<file path="src/hw/rtl/pcm2i2s_pkg.sv">
// shared types and constants of the pcm sample to i2s slot formatter
package pcm2i2s_pkg;

   // sample format codes
   localparam logic [1:0] FMT_UNSIGNED_8 = 2'd0;
   localparam logic [1:0] FMT_SIGNED_16  = 2'd1;
   localparam logic [1:0] FMT_SIGNED_24  = 2'd2;
   localparam logic [1:0] FMT_FLOAT_32   = 2'd3;

   localparam logic [7:0]  SIGN_FLIP_8BIT = 8'h80;
   localparam logic [31:0] FLOAT_POS_FULL = 32'h7FFF_FFFF;
   localparam logic [31:0] FLOAT_NEG_FULL = 32'h8000_0000;

   // one formatted slot waiting for the back end
   typedef struct packed {
      logic [31:0] slot_data;
      logic        slot_is_wide;
      logic        mono;
   } slot_entry_type;

   // queue status seen by front and back
   typedef struct packed {
      logic empty;
      logic full;
   } queue_status_type;

endpackage

</file>
<file path="src/hw/rtl/pcm2i2s_front.sv">
// front end: takes a request, converts the sample and pushes a slot entry
module pcm2i2s_front (
   input  logic                         start,
   input  pcm2i2s_pkg::queue_status_type queue_status,
   input  logic [31:0]                  req_sample_bits,
   input  logic [1:0]                   sample_format,
   input  logic                         mono_source,
   output logic                         push,
   output pcm2i2s_pkg::slot_entry_type  push_entry
);
   import pcm2i2s_pkg::*;

   // float32 to saturated q31, truncated toward zero
   function automatic logic [31:0] float_to_fixed(input logic [31:0] bits);
      logic        neg;
      logic [7:0]  ex;
      logic [23:0] man;
      logic [31:0] mag;
      logic [31:0] res;
      logic [2:0]  lsh;
      logic [4:0]  rsh;
      neg = bits[31];
      ex  = bits[30:23];
      man = {1'b1, bits[22:0]};
      lsh = 3'(ex - 8'd119);
      rsh = 5'(8'd119 - ex);
      mag = '0;
      if (ex == 8'hFF) begin
         res = (bits[22:0] != 23'd0) ? 32'd0 : (neg ? FLOAT_NEG_FULL : FLOAT_POS_FULL);
      end else if (ex == 8'd0) begin
         res = 32'd0;
      end else if (ex >= 8'd127) begin
         res = neg ? FLOAT_NEG_FULL : FLOAT_POS_FULL;
      end else begin
         if (ex >= 8'd119) begin
            mag = {8'd0, man} << lsh;
         end else if (ex <= 8'd95) begin
            mag = 32'd0;
         end else begin
            mag = {8'd0, man} >> rsh;
         end
         res = neg ? (32'd0 - mag) : mag;
      end
      return res;
   endfunction

   logic [31:0] fixed_word;

   assign fixed_word = float_to_fixed(req_sample_bits);
   assign push       = start && !queue_status.full;

   always_comb begin
      push_entry.mono = mono_source;
      case (sample_format)
         FMT_UNSIGNED_8: begin
            push_entry.slot_data    = {16'd0, req_sample_bits[7:0] + SIGN_FLIP_8BIT, 8'd0};
            push_entry.slot_is_wide = 1'b0;
         end
         FMT_SIGNED_16: begin
            push_entry.slot_data    = {16'd0, req_sample_bits[15:0]};
            push_entry.slot_is_wide = 1'b0;
         end
         FMT_SIGNED_24: begin
            // left aligned, high halfword first
            push_entry.slot_data    = {req_sample_bits[7:0], 8'd0, req_sample_bits[23:8]};
            push_entry.slot_is_wide = 1'b1;
         end
         default: begin
            push_entry.slot_data    = {fixed_word[15:0], fixed_word[31:16]};
            push_entry.slot_is_wide = 1'b1;
         end
      endcase
   end

endmodule

</file>
<file path="src/hw/rtl/pcm2i2s_queue.sv">
// short slot queue between front and back end
module pcm2i2s_queue #(
   parameter int DEPTH = 4
) (
   input  logic                          clock,
   input  logic                          reset,
   input  logic                          push,
   input  pcm2i2s_pkg::slot_entry_type   push_entry,
   input  logic                          pop,
   output pcm2i2s_pkg::slot_entry_type   head_entry,
   output pcm2i2s_pkg::queue_status_type status
);
   import pcm2i2s_pkg::*;

   localparam int PTR_W = (DEPTH > 1) ? $clog2(DEPTH) : 1;
   localparam int CNT_W = $clog2(DEPTH + 1);
   localparam logic [PTR_W-1:0] LAST_PTR = PTR_W'(DEPTH - 1);
   localparam logic [CNT_W-1:0] FULL_CNT = CNT_W'(DEPTH);

   slot_entry_type   mem_ff [DEPTH];
   logic [PTR_W-1:0] wr_ptr_ff, wr_ptr_in;
   logic [PTR_W-1:0] rd_ptr_ff, rd_ptr_in;
   logic [CNT_W-1:0] count_ff, count_in;

   assign status.empty = (count_ff == '0);
   assign status.full  = (count_ff == FULL_CNT);
   assign head_entry   = mem_ff[rd_ptr_ff];

   always_comb begin
      wr_ptr_in = wr_ptr_ff;
      rd_ptr_in = rd_ptr_ff;
      count_in  = count_ff;
      if (push) begin
         wr_ptr_in = (wr_ptr_ff == LAST_PTR) ? '0 : wr_ptr_ff + 1'b1;
      end
      if (pop) begin
         rd_ptr_in = (rd_ptr_ff == LAST_PTR) ? '0 : rd_ptr_ff + 1'b1;
      end
      if (push && !pop) begin
         count_in = count_ff + 1'b1;
      end else if (pop && !push) begin
         count_in = count_ff - 1'b1;
      end
   end

   always_ff @(posedge clock) begin
      if (reset) begin
         wr_ptr_ff <= '0;
         rd_ptr_ff <= '0;
         count_ff  <= '0;
      end else begin
         wr_ptr_ff <= wr_ptr_in;
         rd_ptr_ff <= rd_ptr_in;
         count_ff  <= count_in;
      end
   end

   always_ff @(posedge clock) begin
      if (push) begin
         mem_ff[wr_ptr_ff] <= push_entry;
      end
   end

endmodule

</file>
<file path="src/hw/rtl/pcm2i2s_back.sv">
// back end: pops slot entries and drives one or two result strobes each
module pcm2i2s_back (
   input  logic                          clock,
   input  logic                          reset,
   input  pcm2i2s_pkg::queue_status_type queue_status,
   input  pcm2i2s_pkg::slot_entry_type   head_entry,
   output logic                          pop,
   output logic                          rsp_strobe,
   output logic [31:0]                   rsp_slot_data,
   output logic                          rsp_slot_is_wide,
   output logic                          rsp_last
);
   import pcm2i2s_pkg::*;

   logic        strobe_ff, strobe_in;
   logic        last_ff, last_in;
   logic        repeat_ff, repeat_in;
   logic [31:0] data_ff, data_in;
   logic        wide_ff, wide_in;

   // second mono copy takes priority over the queue
   assign pop = !repeat_ff && !queue_status.empty;

   always_comb begin
      strobe_in = 1'b0;
      last_in   = last_ff;
      repeat_in = 1'b0;
      data_in   = data_ff;
      wide_in   = wide_ff;
      if (repeat_ff) begin
         strobe_in = 1'b1;
         last_in   = 1'b1;
      end else if (pop) begin
         strobe_in = 1'b1;
         last_in   = !head_entry.mono;
         repeat_in = head_entry.mono;
         data_in   = head_entry.slot_data;
         wide_in   = head_entry.slot_is_wide;
      end
   end

   always_ff @(posedge clock) begin
      if (reset) begin
         strobe_ff <= 1'b0;
         repeat_ff <= 1'b0;
         last_ff   <= 1'b0;
      end else begin
         strobe_ff <= strobe_in;
         repeat_ff <= repeat_in;
         last_ff   <= last_in;
      end
   end

   always_ff @(posedge clock) begin
      data_ff <= data_in;
      wide_ff <= wide_in;
   end

   assign rsp_strobe       = strobe_ff;
   assign rsp_slot_data    = data_ff;
   assign rsp_slot_is_wide = wide_ff;
   assign rsp_last         = last_ff;

endmodule

</file>
<file path="src/hw/rtl/pcm_sample_to_i2s_slot_formatter_core.sv">
// top level of the pcm sample to i2s slot formatter
// path: an accepted request is written into the slot queue and then popped into the result
//   registers that drive the rsp ports, once the queue holds nothing ahead of it
// throughput: one request per cycle for stereo, while a mono request needs two result strobes;
//   both are set by the single result port draining the slot queue; busy is high only when it is full
// reset: synchronous, clears the queue, the result strobe and the registers
//   (sample_format to signed 16-bit, mono_source off); the receiver cannot stall
module pcm_sample_to_i2s_slot_formatter_core #(
   parameter int QUEUE_DEPTH = 4
) (
   input  logic        clock,
   input  logic        reset,
   // request channel
   input  logic        start,
   output logic        busy,
   input  logic [31:0] req_sample_bits,
   // result channel
   output logic        rsp_strobe,
   output logic [31:0] rsp_slot_data,
   output logic        rsp_slot_is_wide,
   output logic        rsp_last,
   // configuration writes
   input  logic        csr_write_enable,
   input  logic        csr_index,
   input  logic [1:0]  csr_write_data
);
   import pcm2i2s_pkg::*;

   // register indexes
   localparam logic CSR_SAMPLE_FORMAT = 1'b0;
   localparam logic CSR_MONO_SOURCE   = 1'b1;

   logic [1:0]       sample_format_ff;
   logic             mono_source_ff;

   logic             push;
   logic             pop;
   slot_entry_type   push_entry;
   slot_entry_type   head_entry;
   queue_status_type queue_status;

   // configuration registers, to be written only while idle; the block itself does not enforce it
   always_ff @(posedge clock) begin
      if (reset) begin
         sample_format_ff <= FMT_SIGNED_16;
         mono_source_ff   <= 1'b0;
      end else if (csr_write_enable) begin
         case (csr_index)
            CSR_SAMPLE_FORMAT: sample_format_ff <= csr_write_data;
            CSR_MONO_SOURCE:   mono_source_ff   <= csr_write_data[0];
            default: ;
         endcase
      end
   end

   // requests are refused only while the queue is full
   assign busy = queue_status.full;

   // front: format conversion straight into the queue
   pcm2i2s_front u_front (
      .start           (start),
      .queue_status    (queue_status),
      .req_sample_bits (req_sample_bits),
      .sample_format   (sample_format_ff),
      .mono_source     (mono_source_ff),
      .push            (push),
      .push_entry      (push_entry)
   );

   // slot queue decoupling front and back
   pcm2i2s_queue #(
      .DEPTH (QUEUE_DEPTH)
   ) u_queue (
      .clock      (clock),
      .reset      (reset),
      .push       (push),
      .push_entry (push_entry),
      .pop        (pop),
      .head_entry (head_entry),
      .status     (queue_status)
   );

   // back: one strobe per stereo slot, two back to back for mono
   pcm2i2s_back u_back (
      .clock            (clock),
      .reset            (reset),
      .queue_status     (queue_status),
      .head_entry       (head_entry),
      .pop              (pop),
      .rsp_strobe       (rsp_strobe),
      .rsp_slot_data    (rsp_slot_data),
      .rsp_slot_is_wide (rsp_slot_is_wide),
      .rsp_last         (rsp_last)
   );

endmodule

</file>
<file path="config.mk">
export PLATFORM = sky130hd
export DESIGN_NAME = pcm_sample_to_i2s_slot_formatter_core
export DESIGN_NICKNAME = d
export VERILOG_FILES = /design/src/hw/rtl/pcm2i2s_pkg.sv /design/src/hw/rtl/pcm2i2s_front.sv /design/src/hw/rtl/pcm2i2s_queue.sv /design/src/hw/rtl/pcm2i2s_back.sv /design/src/hw/rtl/pcm_sample_to_i2s_slot_formatter_core.sv
export SDC_FILE = /design/constraint.sdc
export NUM_CORES = 1
export LEC_CHECK = 0
export BUFFER_PORTS_ARGS = -buffer_cell sky130_fd_sc_hd__buf_2
export CAP_MARGIN = 25
export CORE_MARGIN = 2
export CORE_UTILIZATION = 55
export CTS_CLUSTER_SIZE = 12
export DETAILED_ROUTE_END_ITERATION = 16
export PLACE_DENSITY = 0.71
export SETUP_SLACK_MARGIN = 0.3
export SYNTH_ARGS = -nofsm -noshare
export SYNTH_HDL_FRONTEND = slang
export SYNTH_SLANG_ARGS = --single-unit
</file>
<file path="constraint.sdc">
create_clock -name clock -period 7.1 [get_ports clock]
set_clock_uncertainty 0.2 [all_clocks]
set_input_delay 0.71 -clock clock [delete_from_list [all_inputs] [get_ports clock]]
set_output_delay 0.71 -clock clock [all_outputs]
set_load 0.01 [all_outputs]
</file>
==> impl_results.html <==
<table>
<tr><th>Metric</th><th>Value</th></tr>
<tr><th colspan="2">Placed design</th></tr>
<tr><td>Weighted congestion reported at the end of routability-driven placement</td><td>1.030</td></tr>
<tr><td># placed instances</td><td>1187</td></tr>
<tr><td>Detail Placement HPWL</td><td>19640 um</td></tr>
<tr><td>Count of port buffers added during placement</td><td>74</td></tr>
<tr><td>Worst Setup Slack post-DPL</td><td>1.318 ns</td></tr>
<tr><th colspan="2">Finish</th></tr>
<tr><td>Most used cells in the layout excluding fill and tap cells</td><td>edfxtp_1 (169), buf_2 (74), nor2_1 (65)</td></tr>
<tr><td>Share of cells above drive strength 1</td><td>22.41%</td></tr>
<tr><td>FF/Latch Area</td><td>0.005376 mm^2</td></tr>
<tr><td>Utilization after layout</td><td>61.77%</td></tr>
<tr><td>Final nets</td><td>993</td></tr>
<tr><td>Count of fill cells added during filler insertion</td><td>1561</td></tr>
<tr><td>Combined area of the multi-input logic cells</td><td>0.005184 mm^2</td></tr>
<tr><td># diodes</td><td>0</td></tr>
<tr><td>Final cell count without fillers</td><td>1220</td></tr>
<tr><td>Growth of design area from synthesis to finish</td><td>9.686%</td></tr>
<tr><td>Commonest non-fill, non-tap cell in the layout</td><td>edfxtp_1</td></tr>
<tr><th colspan="2">Floorplan</th></tr>
<tr><td>Initial Utilization</td><td>56.31%</td></tr>
<tr><td>Die Width</td><td>145.6 um</td></tr>
<tr><td>Die outline area</td><td>0.02121 mm^2</td></tr>
<tr><td>Die Y</td><td>145.6 um</td></tr>
<tr><td>Area of the core</td><td>0.01959 mm^2</td></tr>
<tr><td>Count of standard-cell rows</td><td>51</td></tr>
<tr><td>Boundary Pins</td><td>75</td></tr>
<tr><th colspan="2">CTS</th></tr>
<tr><td>Post-CTS Hold Fix Bufs</td><td>0</td></tr>
<tr><td>TritonCTS clock tree</td><td>built</td></tr>
<tr><td>Maximum buffer depth of the clock tree</td><td>2</td></tr>
<tr><td>Number of post-CTS setup repair buffers</td><td>0</td></tr>
<tr><td>Number of H-tree levels</td><td>4</td></tr>
<tr><td>Post-CTS clock slew at the launch and capture registers of the worst setup and hold paths</td><td>0.07 ns</td></tr>
<tr><td>Worst-Skew Late Latency</td><td>0.43 ns</td></tr>
<tr><td>Number of CTS-inserted buffers</td><td>17</td></tr>
<tr><td>Post-cts sizing count</td><td>0</td></tr>
<tr><td>Clock Tree Root</td><td>clkbuf_16</td></tr>
<tr><td>Clock sink count</td><td>184</td></tr>
<tr><th colspan="2">Synthesis</th></tr>
<tr><td>Warnings, synthesis</td><td>0</td></tr>
<tr><td>EDFF count, synth</td><td>169</td></tr>
<tr><td>Synthesized area per cell</td><td>12.12 um^2</td></tr>
<tr><td>Most used flip-flop cell after synthesis</td><td>edfxtp_1</td></tr>
<tr><td>Synthesized flop and latch total</td><td>184</td></tr>
<tr><td>Asr flop ratio synth</td><td>0%</td></tr>
<tr><td>Cell area after technology mapping</td><td>0.01103 mm^2</td></tr>
<tr><td>Sequential fraction of the synthesis area</td><td>48.72%</td></tr>
<tr><td>Net count after synthesis</td><td>961</td></tr>
<tr><td>Synthesized netlist cell count</td><td>910</td></tr>
<tr><td>Number of library cell types mapped by synthesis</td><td>82</td></tr>
<tr><th colspan="2">Drt</th></tr>
<tr><td>Via-to-Cell Ratio</td><td>6.720</td></tr>
<tr><td>DR WL/cell</td><td>23.58 um</td></tr>
<tr><td>Detailed-route wire length</td><td>28770 um</td></tr>
<tr><td>TritonRoute pass-1 iters</td><td>6</td></tr>
<tr><td>Detailed-route via count</td><td>8198</td></tr>
<tr><td>DRC viols</td><td>0</td></tr>
<tr><td>Routed Antenna Nets</td><td>0</td></tr>
<tr><td>Number of DRC markers in iteration 0</td><td>957</td></tr>
<tr><th colspan="2">Worst setup path</th></tr>
<tr><td>Endpoint of the worst register-to-register path</td><td>u_queue.mem_ff[0][14]</td></tr>
<tr><td>Crit path buffers/inverters</td><td>3</td></tr>
<tr><td>List of cells traversed by the critical path</td><td>buf_2, inv_2, ha_1, buf_4, mux4_1, mux2i_1, o22ai_1, or4_1, or3_1, nor3_1, nand4b_1, and3_1, a311oi_1</td></tr>
<tr><td>Top fanout value on the critical path</td><td>19</td></tr>
<tr><td>Register-to-register path setup slack</td><td>4.42 ns</td></tr>
<tr><td>Startpoint of the worst register-to-register path</td><td>sample_format_ff[1]</td></tr>
<tr><td>Crit start category</td><td>input port</td></tr>
<tr><td>Critical Path AT</td><td>5.40 ns</td></tr>
<tr><td>Path length in cells of the critical path</td><td>13</td></tr>
<tr><td>Crit end category</td><td>flop</td></tr>
<tr><td>Worst Path Class, Setup</td><td>in -&gt; reg</td></tr>
<tr><td>Family with the most delay on the worst path</td><td>simple AND/OR/NAND/NOR gates</td></tr>
<tr><td>Slowest CP cell</td><td>ha_1</td></tr>
<tr><td>Biggest cell delay along the critical path</td><td>0.85 ns</td></tr>
<tr><td>Required time worst endpoint</td><td>7.05 ns</td></tr>
<tr><td>Number of cells traversed by the worst register-to-register path</td><td>7</td></tr>
<tr><th colspan="2">STA</th></tr>
<tr><td>Final worst-path cycle share</td><td>76.76%</td></tr>
<tr><td>Maximum clock rate</td><td>0.1835 GHz</td></tr>
<tr><td>Total negative slack for setup checks</td><td>0 ns</td></tr>
<tr><td>Relative slew margins</td><td>36.44%</td></tr>
<tr><td>Final setup violation count</td><td>0</td></tr>
<tr><td>Number of hold violations in the final report</td><td>0</td></tr>
<tr><td>Pins Over Slew Limit</td><td>0</td></tr>
<tr><td>Unrepaired setup endpoints after global routing</td><td>false</td></tr>
<tr><td>Final critical delay including setup and external delays</td><td>5.450 ns</td></tr>
<tr><td>Transition at the pin with the smallest max-transition slack</td><td>0.9488 ns</td></tr>
<tr><td>Least setup slack across all paths after layout</td><td>1.650 ns</td></tr>
<tr><th colspan="2">Global route</th></tr>
<tr><td>Global-route wire length before repair</td><td>44750 um</td></tr>
<tr><td>Initial antenna violation count</td><td>0</td></tr>
<tr><td>GR Overflow Total</td><td>0</td></tr>
<tr><td>Via count of the first global-routing pass</td><td>7708</td></tr>
<tr><td>Largest net degree at the start of global routing</td><td>50</td></tr>
<tr><td>All-Layer GR Usage</td><td>27.49%</td></tr>
<tr><th colspan="2">Job</th></tr>
<tr><td>Total of max-cap violations</td><td>0</td></tr>
<tr><th colspan="2">Run status</th></tr>
<tr><td>Result of the run</td><td>finished, final reports clean</td></tr>
<tr><th colspan="2">Worst hold path</th></tr>
<tr><td>Start point of the worst hold path</td><td>u_queue.rd_ptr_ff[1]</td></tr>
<tr><td>Worst min-delay path category</td><td>reg -&gt; reg</td></tr>
<tr><td>Number of instances on the worst hold path</td><td>2</td></tr>
<tr><th colspan="2">Power</th></tr>
<tr><td>Standby leakage power</td><td>4.322 nW</td></tr>
<tr><td>Total power per unit cell area</td><td>285.2 mW/mm^2</td></tr>
<tr><td>Max IR drop VDD</td><td>176.1 uV</td></tr>
</table>
## synthesized netlist by cell type (all sizes together), types with 7 or more instances
| cell | count | share of area (%) |
|---|---|---|
| o21ai | 33 | 1.5 |
| o22ai | 12 | 0.68 |
| mux2 | 17 | 1.8 |
| nor3 | 24 | 1.1 |
| a21oi | 57 | 2.6 |
| buf | 29 | 1.7 |
| o221ai | 9 | 0.77 |
| ha | 11 | 1.2 |
| clkbuf | 55 | 1.9 |
| nor2b | 9 | 0.51 |
| and3 | 17 | 0.96 |
| dfxtp | 15 | 2.7 |
| nor2 | 65 | 2.2 |
| xnor2 | 12 | 0.95 |
| nand3 | 23 | 1.0 |
| a211oi | 18 | 1.2 |
| nand4 | 8 | 0.45 |
| nand2b | 16 | 0.91 |
| and2 | 12 | 0.68 |
| mux4 | 66 | 14 |
| xor2 | 7 | 0.56 |
| nand2 | 55 | 1.9 |
| nor4 | 8 | 0.45 |
| edfxtp | 169 | 46 |
| a31oi | 8 | 0.45 |
| mux2i | 46 | 4.2 |
| or3 | 7 | 0.40 |
| inv | 21 | 0.71 |
## flip-flops by register name, indices dropped and copies added, names as in the netlist, 2 cells and up, named ones only
name                  count
u_queue.mem_ff          136
sample_format_ff          2
u_queue.wr_ptr_ff         2
u_queue.count_ff          3
u_back.rsp_slot_data     32
u_queue.rd_ptr_ff         2
## routing by layer
layer | track usage [%] | vias up | wire, um
met5 | 0 | - | 0
met4 | 8.088 | 0 | 692
met3 | 5.141 | 67 | 2921
met2 | 42.30 | 533 | 13070
met1 | 40.34 | 3960 | 12090
li1 | - | 3638 | -
## kinds of logic (layout without fill, tap and decap cells)
| logic type | Yosys count | in the layout | synth area share [%] |
|---|---|---|---|
| and+or+nand+nor | 270 | 270 | 12.83 |
| AOI/OAI and AO/OA | 190 | 190 | 11.35 |
| DFF | 184 | 184 | 48.72 |
| muxes | 129 | 129 | 19.79 |
| buffers and inverters | 106 | 151 | 4.366 |
| xor gates and xnor gates | 19 | 19 | 1.508 |
| adders and majority gates | 12 | 12 | 1.429 |
## final cells by class
class,instances,area share [%]
tap,265,2.740
clock inverter,15,1.282
multi-input combinational,620,42.84
inverter,22,0.6825
sequential,184,44.43
clock buffer,17,3.516
timing repair buffer,97,4.508
## per-stage QoR
step                      area (um^2)  hold slack, ns  total power, W
after floorplan                 11030          0.2541        0.002250
after global placement          11500          0.2705        0.002550
after detailed placement        11510          0.2718        0.002573
after CTS                       12090          0.2782        0.003485
after global routing            12100          0.3106        0.003618
final                           12100          0.2748        0.003451
## worst max path at each step
stage | from | to | slack [ns]
after floorplan | req_sample_bits[24] | u_queue.mem_ff[0][4] | 1.86
after global placement | req_sample_bits[23] | u_queue.mem_ff[0][16] | 1.45
after detailed placement | req_sample_bits[23] | u_queue.mem_ff[0][16] | 1.32
after CTS | req_sample_bits[23] | u_queue.mem_ff[1][16] | 1.73
after global routing | req_sample_bits[23] | u_queue.mem_ff[3][4] | 1.34
final | req_sample_bits[23] | u_queue.mem_ff[1][16] | 1.65
## power by group
part | switching [W] | total [W] | internal [W]
combinational | 0.000611 | 0.00104 | 0.000425
sequential | 0.0000525 | 0.00151 | 0.00145
clock | 0.000438 | 0.000908 | 0.000470
total | 0.00110 | 0.00345 | 0.00235
## worst min-delay path, cell delays in order, from the launching register on
cell and delay [ns]:
dfxtp_1 0.31, nand2_1 0.05, a21oi_1 0.06
Note: power is estimated with default switching activity, not from simulation.
